[config.mk]
export PLATFORM = sky130hd
export DESIGN_NAME = epot_mul
export DESIGN_NICKNAME = d
export VERILOG_FILES = /design/src/rtl/epot_pkg.sv /design/src/rtl/epot_mul.sv
export SDC_FILE = /design/constraint.sdc
export NUM_CORES = 2
export LEC_CHECK = 0
export BUFFER_PORTS_ARGS = -buffer_cell sky130_fd_sc_hd__buf_4
export CORE_MARGIN = 3
export CORE_UTILIZATION = 34
export DETAILED_ROUTE_END_ITERATION = 10
export GPL_ROUTABILITY_DRIVEN = 0
export GPL_TIMING_DRIVEN = 0
export PLACE_DENSITY = 0.51
export SETUP_SLACK_MARGIN = 0.4
export SYNTH_ARGS = -nofsm -noshare
export SYNTH_HDL_FRONTEND = slang
export SYNTH_SLANG_ARGS = --single-unit
export TNS_END_PERCENT = 1
[constraint.sdc]
create_clock -name clock -period 9.2 [get_ports clock]
set_input_delay 0 -clock clock [delete_from_list [all_inputs] [get_ports clock]]
set_output_delay 0 -clock clock [all_outputs]
set_load 0.03 [all_outputs]
[src/rtl/epot_pkg.sv]
// ----------------------------------------------------------------------------
// epot_pkg
// Shared constants for the spheroid pair overlap pipeline: multiplier digit
// count and latency, configuration register widths, indexes and reset values.
// ----------------------------------------------------------------------------
package epot_pkg;

   // wide multipliers work on 32-bit digits of the second operand
   localparam int MUL_DIGITS = 4;
   // abs stage, one stage per digit, final accumulate, sign restore
   localparam int MUL_LAT    = MUL_DIGITS + 3;

   // configuration registers
   localparam int          SEMI_W      = 24;
   localparam int          CSR_IDX_W   = 1;
   localparam logic [0:0]  CSR_LONG    = 1'b0;
   localparam logic [0:0]  CSR_SHORT   = 1'b1;
   localparam logic [23:0] LONG_RESET  = 24'd131072;
   localparam logic [23:0] SHORT_RESET = 24'd65536;

endpackage

[src/rtl/epot_mul.sv]
// ----------------------------------------------------------------------------
// epot_mul
// Pipelined exact signed multiplier built from 32x32 digit products.
// Operand b is taken one 32-bit digit per stage.
// ----------------------------------------------------------------------------
module epot_mul #(
   parameter int AW = 32,
   parameter int BW = 32
) (
   input  logic                 clock,
   input  logic                 en,
   input  logic signed [AW-1:0] a,
   input  logic signed [BW-1:0] b,
   output logic signed [AW+BW-1:0] p
);
   import epot_pkg::*;

   localparam int NA  = (AW + 31) / 32;
   localparam int ND  = MUL_DIGITS;
   localparam int AMW = NA * 32;
   localparam int BMW = ND * 32;
   localparam int MW  = (NA + ND + 1) * 32;
   localparam int PW  = AW + BW;

   logic [AW-1:0]  a_abs_c;
   logic [BW-1:0]  b_abs_c;
   logic [AMW-1:0] am_ff  [0:ND-1];
   logic [BMW-1:0] bm_ff  [0:ND-1];
   logic           neg_ff [0:ND+1];
   logic [63:0]    pp_ff  [1:ND][0:NA-1];
   logic [MW-1:0]  ev_c   [1:ND];
   logic [MW-1:0]  ov_c   [1:ND];
   logic [MW-1:0]  sum_c  [1:ND];
   logic [MW-1:0]  acc_ff [2:ND+1];
   logic [MW-1:0]  neg_acc_c;
   logic [PW-1:0]  p_ff;

   // magnitudes; the most negative value maps onto its unsigned pattern
   assign a_abs_c = a[AW-1] ? AW'(~a + 1'b1) : a;
   assign b_abs_c = b[BW-1] ? BW'(~b + 1'b1) : b;

   // digit products of one row: even products do not overlap one another, nor do odd ones
   always_comb begin
      for (int k = 1; k <= ND; k++) begin
         ev_c[k] = '0;
         ov_c[k] = '0;
         for (int i = 0; i < NA; i++) begin
            if ((i & 1) == 0) begin
               ev_c[k][32*i +: 64] = pp_ff[k][i];
            end else begin
               ov_c[k][32*i +: 64] = pp_ff[k][i];
            end
         end
         sum_c[k] = (ev_c[k] + ov_c[k]) << (32 * (k - 1));
      end
   end

   assign neg_acc_c = '0 - acc_ff[ND+1];

   // digit pipeline
   always_ff @(posedge clock) begin
      if (en) begin
         am_ff[0]  <= AMW'(a_abs_c);
         bm_ff[0]  <= BMW'(b_abs_c);
         neg_ff[0] <= a[AW-1] ^ b[BW-1];
         for (int k = 1; k < ND; k++) begin
            am_ff[k] <= am_ff[k-1];
            bm_ff[k] <= bm_ff[k-1];
         end
         for (int k = 1; k <= ND + 1; k++) begin
            neg_ff[k] <= neg_ff[k-1];
         end
         for (int k = 1; k <= ND; k++) begin
            for (int i = 0; i < NA; i++) begin
               pp_ff[k][i] <= 64'(am_ff[k-1][32*i +: 32]) *
                              64'(bm_ff[k-1][32*(k-1) +: 32]);
            end
         end
         acc_ff[2] <= sum_c[1];
         for (int k = 3; k <= ND + 1; k++) begin
            acc_ff[k] <= acc_ff[k-1] + sum_c[k-1];
         end
         p_ff <= neg_ff[ND+1] ? neg_acc_c[PW-1:0] : acc_ff[ND+1][PW-1:0];
      end
   end

   assign p = p_ff;

endmodule

==> results.md <==
Run status:
- The flow ran to the end, and the final reports show no timing, DRC or antenna violations.

Clock network:
- In this run the clock root is driven by a sky130_fd_sc_hd__clkbuf_16.
- The H-tree generated during clock tree synthesis spans 2 levels.
- The clock slew seen by the registers of the worst setup and hold paths is 0.06 ns.
- The total number of clock tree sinks is 454.
- The clock tree from TritonCTS is done.
- The number of clock buffers added by TritonCTS is 50.
- The latest clock arrival within the worst-skew pair is 0.66 ns.
- The clock passes through at most 3 buffers.

Setup path:
- The setup slack of the worst register-to-register path is 0.50 ns.
- Tracing the worst setup path back leads to its startpoint at bm_ff[0][9]$_DFFE_PP_.
- The critical path ends at pp_ff[0][127]$_DFFE_PP_.
- The worst setup path is of the reg2reg kind.
- The worst setup path is launched from a flop.
- The slowest stage of the critical path is the sky130_fd_sc_hd__fa_1 cell.
- The endpoint class of the critical path is a flop.
- At the worst endpoint, the arrival time is 9.07 ns.
- At the worst endpoint, the required time is 9.57 ns.
- For this run, the slowest stage of the critical path takes 0.65 ns.
- Measured in cells, the most critical reg-to-reg path has a length of 26.
- The endpoint identified for the worst register-to-register timing path is pp_ff[0][127]$_DFFE_PP_.
- The worst register-to-register path begins at bm_ff[0][9]$_DFFE_PP_.
- The highest net fanout along the worst path is 10.
- The most frequent cell on the critical path is sky130_fd_sc_hd__fa_1.

Route:
- For this block, the initial DRC count from the detailed router was 2566.
- The number of vias in the routed layout is 33400.
- The number of vias per cell after detailed routing is 4.88.
- The routed wire length is 160 mm.
- Once detail routing completed, the nets flagged for antenna violations numbered 0.
- In the final routed layout, each cell accounts on average for 23.4 um.
- The first detailed-routing pass took 5 iterations.
- After detailed routing, the number of remaining DRC violations is 0.

Place:
- During placement, the flow inserted port buffers numbering 129.
- In this run, placement finished with an instance count of 6643.
- The detailed placement HPWL is 132 mm.
- The placed standard-cell area is 53200 um^2.

Synth:
- The proportion of netlist area held by the largest area contributor is 36.0%.
- The number of enable flip-flop cells after synthesis is 454.
- In the synthesized netlist the async set-or-reset flop fraction comes to 0%.
- The synthesized design spends more area on one cell type than any other, namely sky130_fd_sc_hd__fa_1.
- The top flip-flop cell by instance count after synthesis is sky130_fd_sc_hd__edfxtp_1.
- The total of flip-flops plus latches after synthesis is 454.
- Yosys attributes the largest share of cell area to sky130_fd_sc_hd__fa_1 36%, sky130_fd_sc_hd__edfxtp_1 27%, sky130_fd_sc_hd__and2_1 7.2%.
- The number of unique standard cell types used by synthesis is 58.
- The net count after synthesis is 5835.
- The total of warnings raised by yosys is 0.
- The synthesized area per cell is 10.8 um^2.
- Sequential elements use 27.4% of the synthesized area.
- The number of instances in the synthesized netlist is 4607.
- In this run the cell area of the synthesized design comes to 49800 um^2.

Worst hold path:
- The worst hold path class is in2reg.

Global routing:
- The first-pass GRT wire length is 236 mm.
- The largest net degree at the start of global routing is 115.
- The overall fraction of global-route tracks in use is 21.4%.
- The final global-route overflow total is 0.
- The initial antenna violation count came to 6.
- The number of global-route vias before repair is 34900.

Timing:
- Setup violations remaining at the end of the flow were counted as 0.
- The normalized max-slew margin is 24.4%.
- The hold violation count in the final report is 0.
- The max-slew violation count came to 0.
- Derived from the worst setup path, the maximum achievable clock frequency is 0.115 GHz.
- The period utilization is 94.5%.
- The worst setup skew after layout is 0.0380 ns.
- The routed design could run at a clock period as short as 8.70 ns.
- Setup repair after global routing could not meet its margin everywhere.
- For the pin with the worst max-slew slack, the measured transition is 1.13 ns.

Finish:
- Counting the fill cells in the layout gives 14200.
- The total area of sequential cells is 13600 um^2.
- The post-route non-filler standard cell count is 6850.
- The relative area change from synthesis to final layout is 13.3%.
- With fillers left out, the area of the finished cells amounts to 56400 um^2.
- In the final layout, the multi-input gates occupy 31800 um^2.
- The net count of the finished layout is 6133.
- The share of post-route cells with drive strength above 1 is 7.51%.

Floorplanning:
- The initialized floorplan defines 139 standard-cell rows.
- The die width is 389 um.
- The chip height is 389 um.
- The floorplan step defined a die boundary enclosing 151000 um^2.
- The starting density of the core is 34.4%.
- For this design the top-level I/O count stands at 130.
- The core box area is 145000 um^2.

Job:
- The max-capacitance violation count is 0.
-- flip-flops by register name (all words and copies together) (netlist names) --
signal  count
p          64
am_ff      32
bm_ff      32
neg_ff      6
acc_ff    256
pp_ff      64
-- per-stage QoR --
step                      utilization [%]  setup TNS [ns]  setup WS [ns]  hold slack, ns
final                                39.0               0          0.502          0.0753
after global routing                 39.0               0          0.297          0.0603
after CTS                            38.9               0          0.233          0.0263
after detailed placement             36.8           -1.77         -0.408           0.209
after global placement               36.8           -2.22         -0.363           0.211
after floorplan                         -               0           1.83          0.0989
-- critical path, delay by kind of cell (launching register included) --
family,cells,cell delay (ns)
AND/OR/NAND/NOR,2,0.27
AO/OA/AOI/OAI,7,1.76
buffers and inverters,7,1.14
adder cells (fa/ha/maj),9,4.46
XOR/XNOR,1,0.10
flip-flops,1,0.64
-- cell families (layout without fill, tap and decap cells) --
logic type	Yosys count	after routing	share of synthesized area, %
buffers and inverters	1178	1513	8.89
AO/OA/AOI/OAI	314	314	4.05
AND/OR/NAND/NOR	1315	1315	13.7
flip-flops	454	454	27.4
XOR/XNOR	184	184	3.24
other	0	5	0
adder cells (fa/ha/maj)	1162	1162	42.7
-- routing by layer --
metal,track usage (%),share of wire [%]
met1,30.2,44
met2,31.2,41
met3,6.85,11
met4,6.48,3.6
met5,0,0.013
-- worst min path at each step --
| stage | cells past startpoint | to | startpoint | slack (ns) |
|---|---|---|---|---|
| 2_1_floorplan | 0 | am_ff[0][0]$_DFFE_PP_ | a[0] | 0.1 |
| 3_3_place_gp | 1 | am_ff[0][0]$_DFFE_PP_ | a[0] | 0.21 |
| 3_5_place_dp | 1 | am_ff[0][0]$_DFFE_PP_ | a[0] | 0.21 |
| 4_1_cts | 2 | am_ff[0][0]$_DFFE_PP_ | a[0] | 0.03 |
| 5_1_grt | 2 | am_ff[0][0]$_DFFE_PP_ | a[0] | 0.06 |
| 6_report | 3 | neg_ff[0]$_DFFE_PP_ | a[31] | 0.08 |
-- repair_timing --
item | 4_1_cts | 5_1_grt
endpoints found under the setup margin | 27 | 24
hold buffers | 108 | 0
resized for setup | 51 | 226
hold endpoints to repair | 101 | 0
buffers inserted | 0 | 5
-- cell type report --
type / count / area share (%)
Inverter: 943 / 6.28
Sequential cell: 454 / 24.2
Tap cell: 1903 / 4.22
Clock inverter: 37 / 0.892
Antenna cell: 5 / 0.0222
Buffer: 235 / 1.89
Clock buffer: 52 / 2.23
Timing Repair Buffer: 246 / 3.93
Multi-Input combinational cell: 2975 / 56.4
-- placed cells by master (no fill, tap or decap), types with 10 or more instances in the layout --
cell type                         n
sky130_fd_sc_hd__a21o_1          30
sky130_fd_sc_hd__a21oi_1         76
sky130_fd_sc_hd__a31oi_1         12
sky130_fd_sc_hd__and2_1         576
sky130_fd_sc_hd__buf_2           10
sky130_fd_sc_hd__buf_4          133
sky130_fd_sc_hd__bufinv_16       10
sky130_fd_sc_hd__clkbuf_1       104
sky130_fd_sc_hd__clkbuf_16       50
sky130_fd_sc_hd__clkbuf_2       112
sky130_fd_sc_hd__dlygate4sd3_1  108
sky130_fd_sc_hd__edfxtp_1       454
sky130_fd_sc_hd__fa_1           896
sky130_fd_sc_hd__ha_1           266
sky130_fd_sc_hd__inv_1          943
sky130_fd_sc_hd__nand2_1        543
sky130_fd_sc_hd__nand3_1         21
sky130_fd_sc_hd__nand4_1         19
sky130_fd_sc_hd__nor2_1          42
sky130_fd_sc_hd__nor2b_1         10
sky130_fd_sc_hd__nor3_1          17
sky130_fd_sc_hd__o21ai_0         79
sky130_fd_sc_hd__o21bai_1        13
sky130_fd_sc_hd__o31ai_1         35
sky130_fd_sc_hd__o41ai_1         19
sky130_fd_sc_hd__or3_1           22
sky130_fd_sc_hd__or4_1           21
sky130_fd_sc_hd__xnor2_1        161
sky130_fd_sc_hd__xor2_1          23
-- synthesized netlist by cell type, types with 3 or more instances --
master	instances
sky130_fd_sc_hd__a2111oi_0	3
sky130_fd_sc_hd__a211o_1	3
sky130_fd_sc_hd__a211oi_1	5
sky130_fd_sc_hd__a21o_1	30
sky130_fd_sc_hd__a21oi_1	80
sky130_fd_sc_hd__a31oi_1	12
sky130_fd_sc_hd__and2_1	576
sky130_fd_sc_hd__and3_1	7
sky130_fd_sc_hd__buf_1	3
sky130_fd_sc_hd__clkbuf_1	231
sky130_fd_sc_hd__edfxtp_1	454
sky130_fd_sc_hd__fa_1	896
sky130_fd_sc_hd__ha_1	266
sky130_fd_sc_hd__inv_1	943
sky130_fd_sc_hd__nand2_1	543
sky130_fd_sc_hd__nand2b_1	9
sky130_fd_sc_hd__nand3_1	21
sky130_fd_sc_hd__nand3b_1	4
sky130_fd_sc_hd__nand4_1	19
sky130_fd_sc_hd__nor2_1	42
sky130_fd_sc_hd__nor2b_1	10
sky130_fd_sc_hd__nor3_1	18
sky130_fd_sc_hd__nor4_1	6
sky130_fd_sc_hd__o21a_1	6
sky130_fd_sc_hd__o21ai_0	85
sky130_fd_sc_hd__o21ai_1	4
sky130_fd_sc_hd__o21bai_1	13
sky130_fd_sc_hd__o221ai_1	3
sky130_fd_sc_hd__o31ai_1	35
sky130_fd_sc_hd__o41ai_1	19
sky130_fd_sc_hd__o41ai_2	3
sky130_fd_sc_hd__or3_1	22
sky130_fd_sc_hd__or4_1	21
sky130_fd_sc_hd__xnor2_1	161
sky130_fd_sc_hd__xor2_1	23
Power is not shown: default switching activity piles up to over one toggle a cycle in this logic, so the estimate is an artifact.
